[config.mk]
export PLATFORM = sky130hd
export DESIGN_NAME = wfpa_cell
export DESIGN_NICKNAME = d
export VERILOG_FILES = /design/src/rtl/wfpa_pkg.sv /design/src/rtl/wfpa_cell.sv
export SDC_FILE = /design/constraint.sdc
export NUM_CORES = 1
export LEC_CHECK = 0
export BUFFER_PORTS_ARGS = -buffer_cell sky130_fd_sc_hd__buf_2
export CORE_MARGIN = 2
export CORE_UTILIZATION = 35
export CTS_BUF_LIST = sky130_fd_sc_hd__clkbuf_16
export DETAILED_ROUTE_END_ITERATION = 12
export SETUP_SLACK_MARGIN = 0.1
export SKIP_CTS_REPAIR_TIMING = 1
export SYNTH_ARGS = -nofsm -noshare
export SYNTH_HDL_FRONTEND = slang
export SYNTH_SLANG_ARGS = --single-unit
[constraint.sdc]
create_clock -name clk -period 3.2 [get_ports clk]
set_input_delay 0.48 -clock clk [delete_from_list [all_inputs] [get_ports clk]]
set_output_delay 0.48 -clock clk [all_outputs]
set_load 0.01 [all_outputs]
[src/rtl/wfpa_pkg.sv]
`timescale 1ns / 1ps
// ----------------------------------------------------------------------------
// wfpa_pkg: shared types and constants of the worst-fit partition allocator
// Holds field widths, status codes, cell commands and controller states.
// ----------------------------------------------------------------------------
package wfpa_pkg;

  localparam int TABLE_DEPTH = 64;
  localparam int OFFSET_BITS = 20;
  localparam int SIZE_W      = 21;
  localparam int ID_W        = 8;
  localparam int START_W     = 20;
  localparam longint MEM_RESET = 1048576;

  typedef enum logic [1:0] {
    ST_OK        = 2'd0,
    ST_NO_FIT    = 2'd1,
    ST_FULL      = 2'd2,
    ST_NOT_FOUND = 2'd3
  } status_t;

  typedef enum logic [2:0] {
    CMD_NONE,
    CMD_INIT,
    CMD_USE,
    CMD_FREE,
    CMD_INSERT
  } cell_op_t;

  typedef struct packed {
    cell_op_t        op;
    logic [ID_W-1:0] owner;
  } cell_cmd_t;

  typedef enum logic [1:0] {
    S_IDLE,
    S_SCAN,
    S_DONE
  } state_t;

endpackage

[src/rtl/wfpa_cell.sv]
`timescale 1ns / 1ps
// ----------------------------------------------------------------------------
// wfpa_cell: one table entry of the allocator chain
// Holds one partition, passes the search token on to its neighbor each
// cycle and shifts entries down on an insertion.
// ----------------------------------------------------------------------------
module wfpa_cell #(
  parameter int LEN_W    = wfpa_pkg::OFFSET_BITS + 1,
  parameter int OFF_W    = wfpa_pkg::OFFSET_BITS,
  parameter int IDX_W    = 6,
  parameter int CNT_W    = 7,
  parameter int CELL_IDX = 0
) (
  input  logic                      clk,
  input  logic                      rst,
  input  wfpa_pkg::cell_cmd_t       cmd,
  input  logic [IDX_W-1:0]          cmd_idx,
  input  logic [LEN_W-1:0]          cmd_val,
  input  logic [CNT_W-1:0]          count,
  input  logic                      scan_func,
  input  logic [wfpa_pkg::ID_W-1:0] scan_id,
  input  logic                      prev_free,
  input  logic [wfpa_pkg::ID_W-1:0] prev_owner,
  input  logic [OFF_W-1:0]          prev_start,
  input  logic [LEN_W-1:0]          prev_len,
  input  logic [LEN_W-1:0]          tin_len,
  input  logic [IDX_W-1:0]          tin_idx,
  input  logic                      tin_hit,
  input  logic [OFF_W-1:0]          tin_start,
  output logic                      free,
  output logic [wfpa_pkg::ID_W-1:0] owner,
  output logic [OFF_W-1:0]          start,
  output logic [LEN_W-1:0]          len,
  output logic [LEN_W-1:0]          tout_len,
  output logic [IDX_W-1:0]          tout_idx,
  output logic                      tout_hit,
  output logic [OFF_W-1:0]          tout_start
);

  localparam longint LIMIT = longint'(1) << OFF_W;
  localparam logic [LEN_W-1:0] RST_LEN =
    LEN_W'((wfpa_pkg::MEM_RESET > LIMIT) ? LIMIT : wfpa_pkg::MEM_RESET);
  localparam logic [IDX_W-1:0] ME     = IDX_W'(CELL_IDX);
  localparam logic [CNT_W-1:0] ME_CNT = CNT_W'(CELL_IDX);

  logic                 active;
  logic                 at_idx;
  logic                 after_idx;
  logic                 beyond_idx;
  logic [IDX_W:0]       idx_p1;

  assign active     = ME_CNT < count;
  assign idx_p1     = {1'b0, cmd_idx} + (IDX_W+1)'(1);
  assign at_idx     = cmd_idx == ME;
  assign after_idx  = idx_p1 == {1'b0, ME};
  assign beyond_idx = {1'b0, ME} > idx_p1;

  // Advance the search token: widest free hole on store, first owner match on remove
  always_ff @(posedge clk) begin
    if (active && !scan_func && free && (len > tin_len)) begin
      tout_len   <= len;
      tout_idx   <= ME;
      tout_hit   <= tin_hit;
      tout_start <= start;
    end else if (active && scan_func && !tin_hit && (owner == scan_id)) begin
      tout_len   <= tin_len;
      tout_idx   <= ME;
      tout_hit   <= 1'b1;
      tout_start <= tin_start;
    end else begin
      tout_len   <= tin_len;
      tout_idx   <= tin_idx;
      tout_hit   <= tin_hit;
      tout_start <= tin_start;
    end
  end

  // Update the entry on a table command
  always_ff @(posedge clk) begin
    if (rst) begin
      free  <= (CELL_IDX == 0);
      owner <= '0;
      start <= '0;
      len   <= (CELL_IDX == 0) ? RST_LEN : '0;
    end else begin
      unique case (cmd.op)
        wfpa_pkg::CMD_INIT: begin
          free  <= (CELL_IDX == 0);
          owner <= '0;
          start <= '0;
          len   <= (CELL_IDX == 0) ? cmd_val : '0;
        end
        wfpa_pkg::CMD_USE: begin
          if (at_idx) begin
            free  <= 1'b0;
            owner <= cmd.owner;
          end
        end
        wfpa_pkg::CMD_FREE: begin
          if (at_idx) begin
            free  <= 1'b1;
            owner <= '0;
          end
        end
        wfpa_pkg::CMD_INSERT: begin
          if (at_idx) begin
            free  <= 1'b0;
            owner <= cmd.owner;
            len   <= cmd_val;
          end else if (after_idx) begin
            free  <= prev_free;
            owner <= prev_owner;
            start <= prev_start + OFF_W'(cmd_val);
            len   <= prev_len - cmd_val;
          end else if (beyond_idx) begin
            free  <= prev_free;
            owner <= prev_owner;
            start <= prev_start;
            len   <= prev_len;
          end
        end
        default: begin
        end
      endcase
    end
  end

endmodule

# After elaboration in Yosys (flattened, before gate mapping)
# Index checks and enable logic that the tools add are counted.
# word_totals
wordCells	64
ff_bits	98
# classes
n_eq_ne	10
reduce_logical	16
addsub	3
magnitude_cmp	3
n_mux	24
# op_table
operator	count
2-to-1 mux 21 bit	4
2-to-1 mux 20 bit	4
case mux 21 bit (2 select lines)	1
2-to-1 mux 8 bit	5
case mux 20 bit (2 select lines)	1
case mux 8 bit (4 select lines)	1
> comparator 21 bit	1
subtractor 21 bit	1
adder 20 bit	1
equality test 8 bit	1
adder 6 x 1 -> 7 bit, second input constant	1
> comparator 1 x 7 -> 1 bit, first input constant	1
zero test 7 bit	1
< comparator 1 x 7 -> 1 bit, first input constant	1
2-to-1 mux 1 bit	7
equality test 3 x 2 -> 1 bit, second input constant	2
logical AND 1 bit	6
zero test 6 bit	1
inequality test 2 bit, second input constant	3
inequality test 4 bit, second input constant	1
case mux 1 bit (4 select lines)	1
AND reduction 4 bit	1
nonzero test 4 bit	1
equality test 3 x 1 -> 1 bit, second input constant	1
7 further kinds	8

# Longest topological paths before layout
# Gate-level depths: netlist of the first run.
# depth
ltp_word	6
ltp_mapped	11

# Least setup slack after synthesis of the first run
# Ideal clock, no wire load.
# synth_path
path_kind	input port to flip-flop
start	input port tin_len[6]
end	register tout_len[0]
required_ps	3079
n_path_buf	1
slack_ps	401
arrival_ps	2678
path_stages	11
setup_ps	121
cell_sequence	inv_1 -> ha_1 -> a21o_1 -> a21o_1 -> a21o_1 -> a21o_1 -> a211o_1 -> a2111oi_4 -> nor2_4 -> buf_12 -> mux2_4
# synth_via
elab_chain_len	3
# synth_rtl
item	line_no	text
start, declared	wfpa_cell.sv:26	input logic [LEN_W-1:0] tin_len,
> comparator 21 bit	wfpa_cell.sv:60	if (active && !scan_func && free && (len > tin_len)) begin
logical AND 1 bit	wfpa_cell.sv:60	
2-to-1 mux 21 bit	wfpa_cell.sv:60	
end signal, assigned	wfpa_cell.sv:61	tout_len <= len;
end signal, assigned	wfpa_cell.sv:66	tout_len <= tin_len;
end signal, assigned	wfpa_cell.sv:71	tout_len <= tin_len;
end, declared	wfpa_cell.sv:34	output logic [LEN_W-1:0] tout_len,
# Every way passes these cells.
# A chain may end at the register's enable or synchronous reset.

# Worst setup path after layout of the first run
# layout_path
start	register len[6]
end	register tout_start[1]
# layout_via
elab_chain_len	3
# layout_rtl
item	line_no	text
start, declared	wfpa_cell.sv:33	output logic [LEN_W-1:0] len,
start signal, assigned	wfpa_cell.sv:84	len <= (CELL_IDX == 0) ? RST_LEN : '0;
start signal, assigned	wfpa_cell.sv:91	len <= (CELL_IDX == 0) ? cmd_val : '0;
start signal, assigned	wfpa_cell.sv:109	len <= cmd_val;
> comparator 21 bit	wfpa_cell.sv:60	
logical AND 1 bit	wfpa_cell.sv:60	
2-to-1 mux 20 bit	wfpa_cell.sv:60	
end signal, assigned	wfpa_cell.sv:64	tout_start <= start;
end signal, assigned	wfpa_cell.sv:69	tout_start <= tin_start;
end signal, assigned	wfpa_cell.sv:74	tout_start <= tin_start;
end, declared	wfpa_cell.sv:37	output logic [OFF_W-1:0] tout_start
# Every way passes these cells.

==> impl_metrics.csv, run 1 <==
group,metric,value,unit
outcome,status,"complete, no violations",
critical_path,cp_slowest_cell,"dfxtp_1",
global_routing,use_met3,4.96,%
floorplanning,ios,252,
clocking,clock_latency,0.36,ns
critical_path,crit_path_start_kind,"register",
floorplanning,die_area,0.0205,sq mm
critical_path,slowest_delay,0.42,ns
run,cap_violations,0,
drt,ant_nets,0,
timing,drv_slew,0,
synthesis,synth.cell_area,0.00679,sq mm
global_routing,grtUsageMet2,35.3,%
finish,nets,1252,
timing,tns,0,ns
global_routing,grt-busiest-layer,"met2",
drt,dr.pass1.iters,4,
synthesis,synthTopCellsByArea,"dfxtp_1, ha_1, mux2_4",
critical_path,worstPathArrival,3.04,ns
clocking,cts_max_level,3,
floorplanning,die_w,143,um
critical_path,crit_family,"compound AO/OA/AOI/OAI gates",
power_and_ir_drop,sw_frac_of_total,31.0,%
global_routing,gr-usage-met1,28.5,%
synthesis,yosysUniqueCellTypes,61,
timing,fin_crit,2.79,ns
timing,max_freq,358,MHz
drt,drtIter0Drc,311,
timing,slew_headroom,38.6,%
timing,final-setup-viol-count,0,
synthesis,seq_area_frac_synth,28.9,%
clocking,clkSlewWorstSetupHoldPaths,0.08,ns
critical_path,r2r_slack,0.41,ns
placement,hpwl,18.4,mm
global_routing,grt_pass1_vias,6291,
clocking,clockRootBuffer,"clkbuf_16",
global_routing,antenna_found_initial,5,
floorplanning,rows,50,
drt,wirelength,22.5,mm
drt,vias,6640,
clocking,cts_buffer_depth,2,
synthesis,ys_ff_latch,98,
clocking,cts.sinks,98,
power_and_ir_drop,pwr-share-comb,27.4,%
finish,final_cell_mix,"buf_2, dfxtp_1, ha_1",
finish,fin_util,45.9,%
power_and_ir_drop,leakagePower,0.00434,uW
global_routing,grt_util_all_layers,21.4,%
synthesis,yosys.area.top_type,"dfxtp_1",
critical_path,cp_common_cell,"a21o_1",
synthesis,synth_edf_count,0,
synthesis,muxShareOfSynthArea,9.60,%
synthesis,synth_top_family_by_area,"compound AO/OA/AOI/OAI gates",
synthesis,synth.net_count,998,
min_path,hold_class,"input port to register",
synthesis,synth_fa_ha_area_share,12.2,%
synthesis,synth-async-reset-ratio,0,%
finish,syn_to_final_growth,27.7,%
global_routing,grt_max_degree,45,
critical_path,cp_cell_sequence,"ha_1 > a21o_1 > a21o_1 > a21o_1 > a21o_1 > a211o_1 > a2111oi_4 > nor2_4 > buf_12 > mux2_4",
clocking,cts_buffers,9,
drt,drc_errors,0,
drt,wl_per_cell,17.3,um
critical_path,critPathKind,"register to register",
finish,layout-drive-gt1-share,32.2,%
clocking,cts_tree,"built",
placement,io_buffers,251,
power_and_ir_drop,p_seq_share,40.7,%
power_and_ir_drop,switchingPower,999,uW
timing,fin_skew,0.0109,ns
timing,fin_crit_sh,87.3,%
power_and_ir_drop,power.density,372,mW/mm^2
critical_path,worstPathMaxFanout,20,
drt,avgViaCountPerCell,5.11,
placement,routabilityCongestion,0.883,
floorplanning,coreArea,0.0189,sq mm
finish,layout_commonest_cell,"buf_2",
global_routing,grt.overflow.total,0,
power_and_ir_drop,p_int,2230,uW
critical_path,end_kind,"register",
synthesis,yosysTopAreaCellShare,28.9,%
timing,tightest_slew,0.921,ns
synthesis,avgSynthCellArea,8.72,sq um
synthesis,synth-main-ff-cell,"dfxtp_1",
timing,rsz0062_at_grt,"no",
synthesis,synth_xor_area_share,4.13,%
critical_path,critPathBufInv,1,
synthesis,yosys.area_share.simple,16.0,%
synthesis,synth_compound_area_share,23.5,%
power_and_ir_drop,max-vdd-ir-drop,254,uV
synthesis,ys_warn_count,0,
floorplanning,die_h,143,um
critical_path,required,3.44,ns
floorplanning,start_util,35.9,%
timing,timing.hold.ws,0.325,ns
global_routing,grt_pass1_wl,33.9,mm
synthesis,syn_inst,779,
power_and_ir_drop,clkPwrFrac,32.0,%
timing,hold_viol,0,
[worst register-to-register path, cell delays in order, from the launching register on]
cell and delay, ns:
dfxtp_1 0.42, ha_1 0.28, a21o_1 0.16, a21o_1 0.17, a21o_1 0.17, a21o_1 0.17, a211o_1 0.32, a2111oi_4 0.40
nor2_4 0.10, buf_12 0.18, mux2_4 0.33
[through the flow]
step                      area, sq um  instances  setup WS, ns  total power, uW
after floorplan                  6790        779         0.401             1900
after global placement           8400       1282         0.204             2210
after detailed placement         8400       1282         0.174             2220
after CTS                        8670       1297         0.410             3270
after global routing             8670       1297         0.166             3410
final                            8670       1299         0.407             3230
[Yosys cell counts (3+ instances only)]
master,count
a211oi_1,13
a21boi_0,4
a21o_1,30
a21oi_1,49
a22o_1,10
a22oi_1,18
a311oi_1,3
a31o_2,3
a31oi_1,10
and2_1,3
and3_1,4
and4_1,5
buf_12,4
clkbuf_1,21
dfxtp_1,98
ha_1,63
inv_1,57
mux2_4,40
mux2i_1,4
nand2_1,54
nand2b_1,9
nand3_1,17
nand3b_1,3
nand4_1,9
nor2_1,56
nor2b_1,14
nor3_1,28
nor4_1,6
o211ai_1,16
o21a_1,11
o21ai_0,41
o21bai_1,4
o311ai_0,4
xnor2_1,10
xor2_1,22
[layer usage]
| metal | share of wire, % | up-vias | wire length, um |
|---|---|---|---|
| met1 | 45 | 3053 | 10200 |
| li1 | - | 3359 | - |
| met5 | 0.12 | - | 27 |
| met3 | 6.7 | 19 | 1510 |
| met2 | 46 | 205 | 10400 |
| met4 | 1.3 | 4 | 301 |
[state kept, by name, indices dropped and copies added, names as in the netlist]
signal	flops
len	21
tout_len	21
start	20
tout_start	20
owner	8
tout_idx	6
free	1
tout_hit	1
[power groups by stage]
| stage | combinational (uW) | clock (uW) | sequential [uW] |
|---|---|---|---|
| 3_3_place_gp | 869 | 0 | 1340 |
| 4_1_cts | 885 | 1070 | 1310 |
| 6_report | 884 | 1030 | 1310 |
| 3_5_place_dp | 880 | 0 | 1340 |
| 2_1_floorplan | 536 | 0 | 1370 |
| 5_1_grt | 985 | 1110 | 1320 |
[cell type report]
class / instances / area [sq um]
Fill cell: 1959 / 10200
Clock inverter: 6 / 43.8
Sequential cell: 98 / 1960
Timing Repair Buffer: 270 / 1450
Inverter: 57 / 214
Multi-Input combinational cell: 597 / 4450
Tap cell: 260 / 325
Clock buffer: 9 / 225
Antenna cell: 2 / 5.00
[cell families after synthesis]
| family | after synthesis |
|---|---|
| AOI/OAI and AO/OA | 235 |
| and+or+nand+nor | 220 |
| DFF | 98 |
| buffers and inverters | 84 |
| muxes | 45 |
| xor gates and xnor gates | 32 |
| adders and majority gates | 65 |
[final timing paths]
check | cells after the start | startpoint | endpoint
min | 2 | tin_hit | tout_hit
min reg2reg | 2 | len[0] | len[0]
max reg2reg | 10 | len[6] | tout_start[1]
max | 10 | len[6] | tout_start[1]
(Power assumes the default switching activity.)
==> run 2, diff against run 1 <==
--- a/config.mk
+++ b/config.mk
@@ -6,10 +6,12 @@
 export NUM_CORES = 1
 export LEC_CHECK = 0
 export BUFFER_PORTS_ARGS = -buffer_cell sky130_fd_sc_hd__buf_2
+export CORE_ASPECT_RATIO = 0.9
 export CORE_MARGIN = 2
 export CORE_UTILIZATION = 35
 export CTS_BUF_LIST = sky130_fd_sc_hd__clkbuf_16
 export DETAILED_ROUTE_END_ITERATION = 12
+export PLACE_DENSITY = 0.57
 export SETUP_SLACK_MARGIN = 0.1
 export SKIP_CTS_REPAIR_TIMING = 1
 export SYNTH_ARGS = -nofsm -noshare
==> run 2 against run 1 <==
- global-route usage shrank 0.34 points
- clock-buffer cell count unchanged
- sequential cell count unchanged
- worst setup slack better by 0.00077 ns
- die area barely moved
- cell count fell by 0.31%
- clock power is 11% higher
- combinational power is 0.5% lower
- largest power group unchanged
==> impl_metrics.csv, run 2 (synthesis gave the netlist of run 1 again) <==
group,metric,value,unit
power_and_ir_drop,max-vdd-ir-drop,242,uV
critical_path,worstPathArrival,3.03,ns
clocking,cts_buffers,9,
drt,avgViaCountPerCell,5.08,
finish,layout-drive-gt1-share,32.7,%
floorplanning,coreArea,0.0191,sq mm
global_routing,grt_max_degree,45,
timing,tns,0,ns
drt,vias,6575,
clocking,cts_buffer_depth,2,
clocking,cts.sinks,98,
global_routing,grt_pass1_wl,33.2,mm
finish,syn_to_final_growth,28.1,%
drt,wl_per_cell,17.2,um
clocking,clock_latency,0.35,ns
outcome,status,"complete, no violations",
min_path,hold_end,"tout_idx[2]",
placement,io_buffers,251,
min_path,hp-start,"tin_idx[2]",
timing,max_freq,358,MHz
global_routing,grt_pass1_vias,6063,
timing,tightest_slew,0.884,ns
critical_path,required,3.44,ns
drt,dr.pass1.iters,5,
placement,routabilityCongestion,0.902,
critical_path,worst-r2r-cell-count,10,
timing,fin_crit_sh,87.3,%
timing,timing.hold.ws,0.340,ns
run,cap_violations,0,
floorplanning,start_util,35.5,%
timing,drv_slew,0,
power_and_ir_drop,finalPower,3330,uW
floorplanning,die_w,151,um
critical_path,rr_startpoint,"len[6]",
global_routing,antenna_found_initial,4,
power_and_ir_drop,power.density,383,mW/mm^2
floorplanning,rows,48,
timing,timing.final.ws_setup,0.408,ns
finish,layout_commonest_cell,"buf_2",
finish,nets,1256,
placement,place_ws,0.175,ns
critical_path,critPathKind,"register to register",
critical_path,r2r_slack,0.41,ns
finish,reg_top3,"len (21), tout_len (21)",
critical_path,crit_path_start_kind,"register",
floorplanning,die_area,0.0205,sq mm
power_and_ir_drop,leakagePower,0.00438,uW
placement,hpwl,18.3,mm
timing,slew_headroom,41.0,%
drt,ant_nets,0,
floorplanning,die_h,136,um
timing,final-setup-viol-count,0,
global_routing,grt_util_all_layers,21.1,%
drt,drtIter0Drc,375,
timing,fin_crit,2.79,ns
clocking,clkSlewWorstSetupHoldPaths,0.07,ns
drt,drc_errors,0,
clocking,cts_max_level,3,
global_routing,grt.overflow.total,0,
drt,wirelength,22.2,mm
timing,hold_viol,0,
critical_path,worstPathMaxFanout,35,
critical_path,r2r-end,"tout_start[10]",
floorplanning,ios,252,
min_path,min_delay_path_depth,3,
clocking,clockRootBuffer,"clkbuf_16",
timing,fin_skew,0.00679,ns
clocking,cts_tree,"built",
finish,final_cell_mix,"buf_2, dfxtp_1, ha_1",
min_path,hold_class,"input port to register",
timing,rsz0062_at_grt,"no",
critical_path,end_kind,"register",
==> run 2: critical path, cell delays in order (launching register included) <==
cell	delay (ns)
dfxtp_1	0.40
ha_1	0.27
a21o_1	0.16
a21o_1	0.16
a21o_1	0.17
a21o_1	0.17
a211o_1	0.32
a2111oi_4	0.37
nor2_4	0.09
buf_12	0.20
mux2_4	0.32
==> run 2: area by class of cell <==
type / instances / area, sq um
fill: 1965 / 10400
timing repair buffer: 274 / 1450
sequential: 98 / 1960
multi-input combinational: 597 / 4450
clock inverter: 7 / 73.8
tap: 250 / 313
antenna: 3 / 7.51
inverter: 57 / 214
clock buffer: 9 / 225
==> run 2: metal layers <==
metal / vias to the layer above / GRT usage [%] / share of wire (%) / wire, um
li1: 3367 / - / - / -
met2: 208 / 33.7 / 44 / 9870
met3: 17 / 4.46 / 7.2 / 1600
met5: - / 0 / 0.058 / 13
met4: 2 / 3.69 / 0.94 / 209
met1: 2981 / 29.6 / 47 / 10500
==> run 2: power breakdown <==
part / switching (uW) / total (uW) / leakage [uW] / internal [uW]
clock: 525 / 1140 / 0.000152 / 615
sequential: 28.6 / 1310 / 0.000810 / 1280
combinational: 462 / 880 / 0.00341 / 418
==> run 2: how the worst max path moves through the flow <==
| stage | start | endpoint | slack [ns] | cells past startpoint |
|---|---|---|---|---|
| global placement | tin_len[6] | tout_start[5] | 0.21 | 12 |
| CTS | len[6] | tout_start[11] | 0.41 | 10 |
| finish | len[6] | tout_start[10] | 0.41 | 10 |
| global route | len[6] | tout_start[11] | 0.28 | 10 |
| detailed placement | tin_len[6] | tout_start[0] | 0.17 | 12 |
| floorplan | tin_len[6] | tout_len[0] | 0.40 | 11 |
==> run 2: metrics by stage <==
stage               util [%]  instances  cell area (sq um)
CTS                     45.5       1292               8690
global placement        43.9       1276               8390
global route            45.5       1293               8690
floorplan                  -        779               6790
finish                  45.5       1295               8700
detailed placement      43.9       1276               8390
==> run 3, diff against run 2 <==
--- a/config.mk
+++ b/config.mk
@@ -6,11 +6,13 @@
 export NUM_CORES = 1
 export LEC_CHECK = 0
 export BUFFER_PORTS_ARGS = -buffer_cell sky130_fd_sc_hd__buf_2
+export CAP_MARGIN = 40
 export CORE_ASPECT_RATIO = 0.9
 export CORE_MARGIN = 2
 export CORE_UTILIZATION = 35
 export CTS_BUF_LIST = sky130_fd_sc_hd__clkbuf_16
 export DETAILED_ROUTE_END_ITERATION = 12
+export MAX_ROUTING_LAYER = met4
 export PLACE_DENSITY = 0.57
 export SETUP_SLACK_MARGIN = 0.1
 export SKIP_CTS_REPAIR_TIMING = 1
==> run 3 against run 2 <==
- clock skew increased by 0.0023 ns
- critical endpoint is now tout_start[3]
- cell count increased by 0.23%
- clock power increased by 16%
- via count increased by 1.3%
- fmax decreased by 0.12%
- critical path type unchanged
==> impl_metrics.csv, run 3 (synthesis gave the netlist of run 1 again) <==
group,metric,value,unit
outcome,status,"complete, no violations",
clocking,clkSlewWorstSetupHoldPaths,0.07,ns
critical_path,worstPathMaxFanout,35,
floorplanning,die_h,136,um
floorplanning,die_w,151,um
min_path,hp-start,"tin_hit",
drt,wl_per_cell,17.2,um
global_routing,grt_pass1_wl,33.5,mm
global_routing,antenna_found_initial,3,
placement,routabilityCongestion,0.919,
global_routing,grt_pass1_vias,6046,
critical_path,cp_cell_sequence,"ha_1 > a21o_1 > a21o_1 > a21o_1 > a21o_1 > a211o_1 > a2111oi_4 > nor2_4 > buf_12 > mux2_4",
clocking,cts_buffers,9,
timing,tightest_slew,0.789,ns
drt,avgViaCountPerCell,5.13,
finish,layout_commonest_cell,"buf_2",
critical_path,worstPathArrival,3.04,ns
critical_path,r2r_slack,0.40,ns
placement,hpwl,18.4,mm
critical_path,slowest_delay,0.41,ns
drt,wirelength,22.4,mm
drt,drtIter0Drc,444,
critical_path,worst-r2r-cell-count,10,
clocking,clock_latency,0.36,ns
drt,drc_errors,0,
critical_path,end_kind,"register",
floorplanning,coreArea,0.0191,sq mm
floorplanning,die_area,0.0205,sq mm
power_and_ir_drop,max-vdd-ir-drop,243,uV
min_path,hold_class,"input port to register",
finish,fin_util,46.0,%
timing,fin_skew,0.00913,ns
finish,final_cell_mix,"buf_2, dfxtp_1, ha_1",
placement,io_buffers,251,
critical_path,crit_path_start_kind,"register",
timing,tns,0,ns
finish,layout-drive-gt1-share,32.9,%
critical_path,required,3.44,ns
power_and_ir_drop,power.density,400,mW/mm^2
timing,final-setup-viol-count,0,
floorplanning,start_util,35.5,%
timing,slew_headroom,47.0,%
finish,num-fill-cells,1955,
timing,drv_slew,0,
timing,fin_crit_sh,87.4,%
global_routing,grt_max_degree,41,
critical_path,rr_startpoint,"len[6]",
critical_path,critPathBufInv,1,
clocking,cts_max_level,3,
critical_path,cp_common_cell,"a21o_1",
finish,reg_top3,"len (21), tout_len (21)",
drt,dr.pass1.iters,5,
power_and_ir_drop,leakagePower,0.00441,uW
global_routing,grt_util_all_layers,21.9,%
floorplanning,rows,48,
min_path,hold_end,"tout_hit",
global_routing,grt.overflow.total,0,
critical_path,crit_family,"compound AO/OA/AOI/OAI gates",
drt,ant_nets,0,
run,cap_violations,0,
clocking,cts_tree,"built",
timing,max_freq,358,MHz
drt,vias,6661,
timing,hold_viol,0,
timing,fin_crit,2.80,ns
timing,rsz0062_at_grt,"no",
clocking,clockRootBuffer,"clkbuf_16",
floorplanning,ios,252,
min_path,min_delay_path_depth,2,
finish,nets,1258,
critical_path,critPathKind,"register to register",
critical_path,cp_slowest_cell,"dfxtp_1",
clocking,cts_buffer_depth,2,
finish,syn_to_final_growth,29.4,%
clocking,cts.sinks,98,
critical_path,r2r-end,"tout_start[3]",
-- run 3: changes by cell type in the layout (fill, tap and decap cells not counted) --
cell,previous run,this run
buf_12,2,3
buf_2,251,252
bufinv_16,1,3
clkinv_2,3,0
clkinv_4,0,1
clkinv_8,0,1
diode_2,3,4
inv_6,2,1
-- run 3: through the flow --
step                      worst slack [ns]  cells  instance area (sq um)  hold slack [ns]  power (uW)
final                                0.405   1298                   8780            0.334        3510
after detailed placement             0.180   1278                   8410            0.508        2220
after CTS                            0.410   1294                   8770            0.315        3560
after global placement               0.212   1276                   8390            0.510        2210
after global routing                 0.208   1298                   8780            0.318        3710
after floorplan                      0.401    779                   6790            0.503        1900
-- run 3: worst max path at each step --
| stage | to | cells past startpoint | slack [ns] | startpoint |
|---|---|---|---|---|
| 2_1_floorplan | tout_len[0] | 11 | 0.40 | tin_len[6] |
| 3_3_place_gp | tout_start[5] | 12 | 0.21 | tin_len[6] |
| 3_5_place_dp | tout_start[0] | 12 | 0.18 | tin_len[6] |
| 4_1_cts | tout_start[9] | 10 | 0.41 | len[6] |
| 5_1_grt | len[13] | 11 | 0.21 | cmd_val[1] |
| 6_report | tout_start[3] | 10 | 0.40 | len[6] |
-- run 3: final cells by class --
cell class | count | area [sq um] | area share, %
Clock buffer | 9 | 225 | 2.56
Sequential cell | 98 | 1960 | 22.3
Antenna cell | 4 | 10.0 | 0.114
Multi-Input combinational cell | 597 | 4450 | 50.6
Inverter | 57 | 214 | 2.44
Timing Repair Buffer | 276 | 1480 | 16.8
Tap cell | 250 | 313 | 3.56
Clock inverter | 7 | 135 | 1.54
-- run 3: where the power goes --
group	switching [uW]	internal (uW)	total, uW
clock network	536	781	1320
registers	29.4	1280	1310
logic	464	421	885
total	1030	2480	3510
-- run 3: routing by layer --
layer / GRT usage [%] / vias to the layer above / part of all wire (%)
li1: - / 3377 / -
met3: 4.36 / 18 / 6.8
met1: 29.8 / 3049 / 48
met4: 4.15 / 0 / 1.0
met5: - / - / 0
met2: 33.9 / 217 / 44
